<file path="config.mk">
export PLATFORM = sky130hd
export DESIGN_NAME = flash_erase_program_sequencer_top
export DESIGN_NICKNAME = d
export VERILOG_FILES = /design/src/fepsq_pkg.sv /design/src/flash_erase_program_sequencer_top.sv /design/src/fepsq_in_reg.sv /design/src/fepsq_core.sv /design/src/fepsq_out_reg.sv
export SDC_FILE = /design/constraint.sdc
export NUM_CORES = 1
export LEC_CHECK = 0
export BUFFER_PORTS_ARGS = -buffer_cell sky130_fd_sc_hd__buf_2
export CORE_ASPECT_RATIO = 0.5
export CORE_MARGIN = 5
export CORE_UTILIZATION = 60
export CTS_CLUSTER_DIAMETER = 60
export DETAILED_ROUTE_END_ITERATION = 10
export PLACE_DENSITY = 0.94
export SKIP_LAST_GASP = 1
export SLEW_MARGIN = 20
export SYNTH_ARGS = -nofsm -noshare
export SYNTH_HDL_FRONTEND = slang
export SYNTH_SLANG_ARGS = --single-unit
</file>
<file path="constraint.sdc">
create_clock -name clk -period 23 [get_ports clk]
set_input_delay 4.6 -clock clk [delete_from_list [all_inputs] [get_ports clk]]
set_output_delay 4.6 -clock clk [all_outputs]
set_load 0.02 [all_outputs]
</file>
<file path="src/fepsq_pkg.sv">
`timescale 1ns / 1ps
// ----------------------------------------------------------------------------
// fepsq_pkg
// Shared types, codes and sizes of the flash erase / program sequencer.
// ----------------------------------------------------------------------------
package fepsq_pkg;

  // Unit sizes in bytes
  localparam logic [31:0] SECTOR_BYTES  = 32'd4096;
  localparam logic [31:0] PROGRAM_BYTES = 32'd8;

  // Reset value of the flash base address register
  localparam logic [31:0] BASE_RESET = 32'h0800_0000;

  // Input item kinds
  localparam logic [1:0] KIND_START_ERASE   = 2'd0;
  localparam logic [1:0] KIND_START_PROGRAM = 2'd1;
  localparam logic [1:0] KIND_OP_END        = 2'd2;

  // Configuration register indexes
  localparam logic CFG_FLASH_BASE     = 1'b0;
  localparam logic CFG_NOTIFY_ENABLED = 1'b1;

  typedef enum logic [1:0] {
    ACT_ERASE   = 2'd0,
    ACT_PROGRAM = 2'd1,
    ACT_FINISH  = 2'd2,
    ACT_IDLE    = 2'd3
  } action_t;

  typedef enum logic [1:0] {
    EVT_NONE       = 2'd0,
    EVT_ERASE_DONE = 2'd1,
    EVT_PROG_DONE  = 2'd2,
    EVT_ERROR      = 2'd3
  } event_t;

  typedef struct packed {
    logic [1:0]  kind;
    logic [31:0] offset;
    logic [31:0] size;
    logic [31:0] source_addr;
    logic        has_error;
    logic [31:0] status_bits;
  } item_t;

  typedef struct packed {
    action_t     action;
    logic [31:0] flash_addr;
    logic [31:0] data_addr;
    logic [31:0] range_start;
    logic [31:0] range_size;
    logic        notify;
    event_t      event_kind;
    logic [31:0] event_status;
  } result_t;

  // Handshake between the input register, the core and the output register
  typedef struct packed {
    logic item_valid;
    logic res_ready;
  } flow_t;

endpackage

</file>
<file path="src/flash_erase_program_sequencer_top.sv">
`timescale 1ns / 1ps
// ----------------------------------------------------------------------------
// flash_erase_program_sequencer_top
// Sequences multi-sector erase and double-word program runs of a flash.
// ----------------------------------------------------------------------------
// Usage:
//   Input channel (in_valid / in_stall) carries start-erase, start-program
//   and operation-end transactions. Every accepted transaction yields exactly
//   one result transaction on the output channel (out_valid / out_stall):
//   the next erase or program command, a finish report, or an idle code.
//   Configuration (base address, notify enable) is written through
//   cfg_write / cfg_index / cfg_data while no transaction is in flight.
//   An accepted transaction waits in the input register; its result is loaded
//   into the result register once it has room: one transaction per cycle while
//   out_stall is low. The run-state update is a single add and compare between
//   the two registers, so back-to-back transactions see each other's state.
//   Reset (rst, synchronous) empties both registers, clears the run state and
//   restores the base address to 0x0800_0000 with notifications off.
//   When the receiver stalls, the result register holds; the input register
//   still takes one more transaction, then in_stall rises until space frees.
// ----------------------------------------------------------------------------
module flash_erase_program_sequencer_top
  import fepsq_pkg::*;
(
  input  logic        clk,
  input  logic        rst,
  input  logic        cfg_write,
  input  logic        cfg_index,
  input  logic [31:0] cfg_data,
  input  logic        in_valid,
  output logic        in_stall,
  input  logic [1:0]  kind,
  input  logic [31:0] offset,
  input  logic [31:0] size,
  input  logic [31:0] source_addr,
  input  logic        has_error,
  input  logic [31:0] status_bits,
  output logic        out_valid,
  input  logic        out_stall,
  output logic [1:0]  action,
  output logic [31:0] flash_addr,
  output logic [31:0] data_addr,
  output logic [31:0] range_start,
  output logic [31:0] range_size,
  output logic        notify,
  output logic [1:0]  event_kind,
  output logic [31:0] event_status
);

  item_t   in_item;
  item_t   item;
  result_t res_next;
  result_t res;
  flow_t   flow;
  logic    step;

  // Pack input fields
  assign in_item.kind        = kind;
  assign in_item.offset      = offset;
  assign in_item.size        = size;
  assign in_item.source_addr = source_addr;
  assign in_item.has_error   = has_error;
  assign in_item.status_bits = status_bits;

  // Move an item when the result register has room
  assign step = flow.item_valid && flow.res_ready;

  fepsq_in_reg u_in_reg (
    .clk        (clk),
    .rst        (rst),
    .in_valid   (in_valid),
    .in_stall   (in_stall),
    .in_item    (in_item),
    .item_take  (step),
    .item_valid (flow.item_valid),
    .item       (item)
  );

  fepsq_core u_core (
    .clk       (clk),
    .rst       (rst),
    .cfg_write (cfg_write),
    .cfg_index (cfg_index),
    .cfg_data  (cfg_data),
    .item      (item),
    .step      (step),
    .result    (res_next)
  );

  fepsq_out_reg u_out_reg (
    .clk       (clk),
    .rst       (rst),
    .res_load  (flow.item_valid),
    .res_in    (res_next),
    .res_ready (flow.res_ready),
    .out_valid (out_valid),
    .out_stall (out_stall),
    .res_out   (res)
  );

  // Unpack result fields
  assign action       = res.action;
  assign flash_addr   = res.flash_addr;
  assign data_addr    = res.data_addr;
  assign range_start  = res.range_start;
  assign range_size   = res.range_size;
  assign notify       = res.notify;
  assign event_kind   = res.event_kind;
  assign event_status = res.event_status;

endmodule

</file>
<file path="src/fepsq_in_reg.sv">
`timescale 1ns / 1ps
// ----------------------------------------------------------------------------
// fepsq_in_reg
// Input register: captures one transaction and holds it until the core
// takes it.
// ----------------------------------------------------------------------------
module fepsq_in_reg
  import fepsq_pkg::*;
(
  input  logic  clk,
  input  logic  rst,
  input  logic  in_valid,
  output logic  in_stall,
  input  item_t in_item,
  input  logic  item_take,
  output logic  item_valid,
  output item_t item
);

  // Stall only while a held item cannot leave this cycle
  assign in_stall = item_valid && !item_take;

  // Hold valid flag
  always_ff @(posedge clk) begin
    if (rst) begin
      item_valid <= 1'b0;
    end else if (in_valid && !in_stall) begin
      item_valid <= 1'b1;
    end else if (item_take) begin
      item_valid <= 1'b0;
    end
  end

  // Capture payload
  always_ff @(posedge clk) begin
    if (in_valid && !in_stall) begin
      item <= in_item;
    end
  end

endmodule

</file>
<file path="src/fepsq_core.sv">
`timescale 1ns / 1ps
// ----------------------------------------------------------------------------
// fepsq_core
// Run state, configuration registers and the single-pass next-result logic.
// ----------------------------------------------------------------------------
module fepsq_core
  import fepsq_pkg::*;
(
  input  logic        clk,
  input  logic        rst,
  input  logic        cfg_write,
  input  logic        cfg_index,
  input  logic [31:0] cfg_data,
  input  item_t       item,
  input  logic        step,
  output result_t     result
);

  logic [31:0] flash_base;
  logic        notify_enabled;
  logic        program_mode;
  logic [31:0] current_offset;
  logic [31:0] remaining_bytes;
  logic [31:0] current_source;
  logic [31:0] start_offset;
  logic [31:0] start_size;

  logic        program_mode_next;
  logic [31:0] current_offset_next;
  logic [31:0] remaining_bytes_next;
  logic [31:0] current_source_next;
  logic [31:0] start_offset_next;
  logic [31:0] start_size_next;

  logic [31:0] start_unit;
  logic [31:0] run_unit;
  logic [31:0] rem_step;
  logic [31:0] off_step;
  logic [31:0] src_step;

  // Unit sizes for a new run and for the active run
  assign start_unit = (item.kind == KIND_START_PROGRAM) ? PROGRAM_BYTES : SECTOR_BYTES;
  assign run_unit   = program_mode ? PROGRAM_BYTES : SECTOR_BYTES;

  // Advance by one unit, partial tail counts as full
  assign rem_step = (remaining_bytes > run_unit) ? (remaining_bytes - run_unit) : 32'd0;
  assign off_step = current_offset + run_unit;
  assign src_step = program_mode ? (current_source + run_unit) : current_source;

  // Decode the item against the run state
  always_comb begin
    program_mode_next    = program_mode;
    current_offset_next  = current_offset;
    remaining_bytes_next = remaining_bytes;
    current_source_next  = current_source;
    start_offset_next    = start_offset;
    start_size_next      = start_size;

    result.action       = ACT_IDLE;
    result.flash_addr   = '0;
    result.data_addr    = '0;
    result.range_start  = '0;
    result.range_size   = '0;
    result.notify       = 1'b0;
    result.event_kind   = EVT_NONE;
    result.event_status = '0;

    priority if (item.kind == KIND_START_ERASE || item.kind == KIND_START_PROGRAM) begin
      // Start a new run, replacing any active one
      program_mode_next    = (item.kind == KIND_START_PROGRAM);
      current_offset_next  = item.offset;
      start_offset_next    = item.offset;
      start_size_next      = item.size;
      remaining_bytes_next = (item.size < start_unit) ? start_unit : item.size;
      current_source_next  = item.source_addr;
      result.action        = (item.kind == KIND_START_PROGRAM) ? ACT_PROGRAM : ACT_ERASE;
      result.flash_addr    = flash_base + item.offset;
      if (item.kind == KIND_START_PROGRAM) begin
        result.data_addr = item.source_addr;
      end
    end else if (item.kind == KIND_OP_END && remaining_bytes != 32'd0) begin
      if (item.has_error) begin
        // Abort the run and pass the status on
        remaining_bytes_next = '0;
        result.action        = ACT_FINISH;
        result.range_start   = flash_base + start_offset;
        result.range_size    = start_size;
        result.notify        = notify_enabled;
        result.event_kind    = EVT_ERROR;
        result.event_status  = item.status_bits;
      end else begin
        remaining_bytes_next = rem_step;
        current_offset_next  = off_step;
        current_source_next  = src_step;
        if (rem_step != 32'd0) begin
          // Issue the next command
          result.action     = program_mode ? ACT_PROGRAM : ACT_ERASE;
          result.flash_addr = flash_base + off_step;
          if (program_mode) begin
            result.data_addr = src_step;
          end
        end else begin
          // Report the whole range
          result.action       = ACT_FINISH;
          result.range_start  = flash_base + start_offset;
          result.range_size   = start_size;
          result.event_status = item.status_bits;
          if (program_mode) begin
            result.event_kind = EVT_PROG_DONE;
            result.notify     = notify_enabled;
          end else begin
            result.event_kind = EVT_ERASE_DONE;
            result.notify     = notify_enabled && (item.status_bits != 32'd0);
          end
        end
      end
    end else begin
      // End event while idle or unused kind: no action
    end
  end

  // Configuration registers
  always_ff @(posedge clk) begin
    if (rst) begin
      flash_base     <= BASE_RESET;
      notify_enabled <= 1'b0;
    end else if (cfg_write) begin
      unique case (cfg_index)
        CFG_FLASH_BASE:     flash_base     <= cfg_data;
        CFG_NOTIFY_ENABLED: notify_enabled <= cfg_data[0];
        default:            flash_base     <= flash_base;
      endcase
    end
  end

  // Run state, updated as each item moves to the output register
  always_ff @(posedge clk) begin
    if (rst) begin
      program_mode    <= 1'b0;
      current_offset  <= '0;
      remaining_bytes <= '0;
      current_source  <= '0;
      start_offset    <= '0;
      start_size      <= '0;
    end else if (step) begin
      program_mode    <= program_mode_next;
      current_offset  <= current_offset_next;
      remaining_bytes <= remaining_bytes_next;
      current_source  <= current_source_next;
      start_offset    <= start_offset_next;
      start_size      <= start_size_next;
    end
  end

endmodule

</file>
<file path="src/fepsq_out_reg.sv">
`timescale 1ns / 1ps
// ----------------------------------------------------------------------------
// fepsq_out_reg
// Result register: holds one result transaction until the receiver takes it.
// ----------------------------------------------------------------------------
module fepsq_out_reg
  import fepsq_pkg::*;
(
  input  logic    clk,
  input  logic    rst,
  input  logic    res_load,
  input  result_t res_in,
  output logic    res_ready,
  output logic    out_valid,
  input  logic    out_stall,
  output result_t res_out
);

  // Free when empty or being drained this cycle
  assign res_ready = !out_valid || !out_stall;

  // Hold valid flag
  always_ff @(posedge clk) begin
    if (rst) begin
      out_valid <= 1'b0;
    end else if (res_ready) begin
      out_valid <= res_load;
    end
  end

  // Capture payload
  always_ff @(posedge clk) begin
    if (res_ready && res_load) begin
      res_out <= res_in;
    end
  end

endmodule

</file>
==> out/metrics.cfg <==
[sta]
finalHoldViolCount = 0
drv_slew = 0
max_freq_mhz = 102.3
setup_viol = 0
skew_ns = 0.01704
max-slew-margin-rel_pct = 21.92
worst_slew_pin_slew_ns = 1.171
rsz0062_at_grt = false
final.min_clock_period_ns = 9.778
finalSetupTns_ns = 0
min_period_over_period_pct = 42.51

[hold_path]
hold_end = u_core.start_size[13]$_SDFFE_PP0P_
min_path_cells = 2
hold_path_class = reg2reg
hp-start = u_core.start_size[13]$_SDFFE_PP0P_

[routing]
final_antenna_net_count = 0
vias_per_cell = 6.193
drc = 0
drt_first_iter_violations = 2530
drtPass1Iterations = 7
post_drt_wl_per_cell_um = 20.50
routed_wl_mm = 70.21
vias = 21200

[die]
die-area_um2 = 45910
io_pins = 336
row_count = 52
fp.dieW_um = 298.1
core-area_um2 = 40730
die_h_um = 154.0
start_util_pct = 61.12

[setup_path]
slowest_delay_ns = 0.27
cp_data_required_time_ns = 18.40
startpoint = out_stall
cp_num_buf_inv = 2
crit_chain = buf_2 > and3_1 > buf_2
r2r_slack_ns = 17.77
path_max_fanout = 3
cp-start-kind = input pin
end_kind = primary output
worstReg2RegEnd = u_out_reg.res_out[162]$_DFFE_PP_
reg2reg_from = u_core.program_mode$_SDFFE_PP0P_
worstPathArrival_ns = 5.18
r2r_cells = 16
critPathKind = in2out
crit_top_cell = buf_2
worst-path-stages = 3
crit_path_top_delay_cell = and3_1
cp_top_family = buffers and inverters

[run]
cap_violations = 0

[cts]
cts-buffers-inserted = 44
post_cts_buffers = 0
clock_latency_ns = 0.58
cts_tree = built
cts_resized = 0
cts_buffer_depth = 3
hold_buffers = 0
htreeDepth = 2
clk_pin_slew_ns = 0.06
cts-root-buf = clkbuf_16
cts_sinks = 492

[yosys]
async_flop_share_pct = 0
syn_inst = 2561
synth_top_area_share_pct = 35.71
synth_edf_count = 296
yosysWarnings = 0
synth-seq-cells = 492
avgSynthCellArea_um2 = 9.720
synth-seq-area-share_pct = 51.47
yosys.area.top_type = edfxtp_1
synth_ff_type = edfxtp_1
synth_cell_types = 85
netlist_area_um2 = 24890
synth_area_leaders = edfxtp_1 (36%), dfxtp_1 (16%), nand2_1 (6.5%), ha_1 (5.4%), a21oi_1 (4.9%)
syn-num-nets = 2841

[cells_and_area]
area_delta_synth_final_pct = 14.39
nets = 3116
drive_above_1_share_pct = 15.98
utilization_pct = 69.92

[global_route]
grt_max_degree = 103
grt_pass1_vias = 20610
antenna_found_initial = 12
overflow = 0
grt_pass1_wl_mm = 109.7
track_usage_pct = 29.28

[power_and_ir_drop]
leakage_nw = 11.23
powerDensity_nw_per_um2 = 72.05
ir_drop_mv = 0.06090

[placed_design]
gp_congestion = 0.9629
hpwl_mm = 48.65
numPortBuffers = 335

[run_status]
status = complete, no violations

cell usage in the layout, fill, tap and decap left out, drive strengths merged, types with 22 or more instances in the layout:
cell    count
nand3      46
edfxtp    296
nor4       28
xor2       69
a22oi      34
a211oi     29
clkbuf     59
o22ai      31
and3       34
nand4      22
and2       77
dfxtp     196
xnor2      68
nor3       59
ha        108
nand2     428
buf       355
inv        39
o31ai      22
nor2      188
o211ai     28
a21oi     245
a21o       43
o21ai     133
cell usage after synthesis, drive strengths merged, types with 34 or more instances:
| master | number |
|---|---|
| and2 | 77 |
| nand2 | 428 |
| inv | 37 |
| a22oi | 34 |
| clkbuf | 108 |
| dfxtp | 196 |
| xnor2 | 68 |
| edfxtp | 296 |
| o21ai | 133 |
| and3 | 34 |
| nor2 | 188 |
| ha | 108 |
| a21o | 43 |
| a21oi | 245 |
| nand3 | 46 |
| xor2 | 69 |
| nor3 | 59 |
cell type report:
cell class | count | area [um2]
flip-flops and latches | 492 | 12810
fillers | 2881 | 12250
multi-input cells | 1906 | 11460
repair buffers | 355 | 1837
clock buffers | 59 | 1189
well taps | 540 | 675.6
clock inverters | 23 | 327.8
inverters | 37 | 145.1
diodes | 12 | 30.03
cell families (layout without fill, tap and decap cells):
| family | after synthesis | after routing | synth area share, % |
|---|---|---|---|
| AO/OA/AOI/OAI | 673 | 673 | 16.74 |
| XOR/XNOR | 137 | 137 | 4.820 |
| adder cells (fa/ha/maj) | 111 | 111 | 5.670 |
| buffers and inverters | 163 | 474 | 2.699 |
| flip-flops | 492 | 492 | 51.47 |
| multiplexers | 7 | 7 | 0.2865 |
| other | 0 | 12 | 0 |
| AND/OR/NAND/NOR | 978 | 978 | 18.32 |
worst min-delay path, stage by stage (launching register included):
cell,delay [ns]
dfxtp_1,0.30
nand2_1,0.05
a21oi_1,0.05
worst max path at each step:
stage	to	slack, ns
floorplan	u_in_reg.item[0]$_DFFE_PP_	11.74
global placement	in_stall	13.28
detailed placement	in_stall	13.23
CTS	in_stall	13.23
global route	in_stall	13.21
finish	in_stall	13.22
where the power goes:
part / internal (mW) / leakage, nW / switching (mW) / total, mW
combinational: 0.0879 / 6.04 / 0.164 / 0.252
sequential: 0.980 / 4.47 / 0.0314 / 1.01
clock: 0.448 / 0.730 / 0.341 / 0.788
state kept, by name, summed over array words and instances (netlist names), 32 cells and up:
signal and count:
u_core.flash_base 32, u_core.remaining_bytes 32, u_core.start_offset 32, u_core.current_offset 32, u_out_reg.res_out 165, u_in_reg.item 131
u_core.start_size 32, u_core.current_source 32
routing by layer:
metal | track usage (%) | vias to the layer above | routed length (um)
met1 | 37.38 | 10050 | 26830
met5 | 0 | - | 0
met3 | 4.861 | 209 | 6003
met2 | 50.30 | 1093 | 34240
li1 | - | 9854 | -
met4 | 11.78 | 0 | 3142
stage by stage:
| step | instances | worst slack, ns | hold slack (ns) | power (mW) | instance area [um2] |
|---|---|---|---|---|---|
| floorplan | 2561 | 11.74 | 0.4317 | 1.194 | 24890 |
| global placement | 3330 | 13.28 | 0.4367 | 1.263 | 26930 |
| detailed placement | 3330 | 13.23 | 0.4421 | 1.274 | 26930 |
| CTS | 3412 | 13.23 | 0.4514 | 2.050 | 28440 |
| global route | 3424 | 13.21 | 0.4735 | 2.122 | 28480 |
| finish | 3424 | 13.22 | 0.4489 | 2.052 | 28480 |
(Power assumes the default switching activity.)
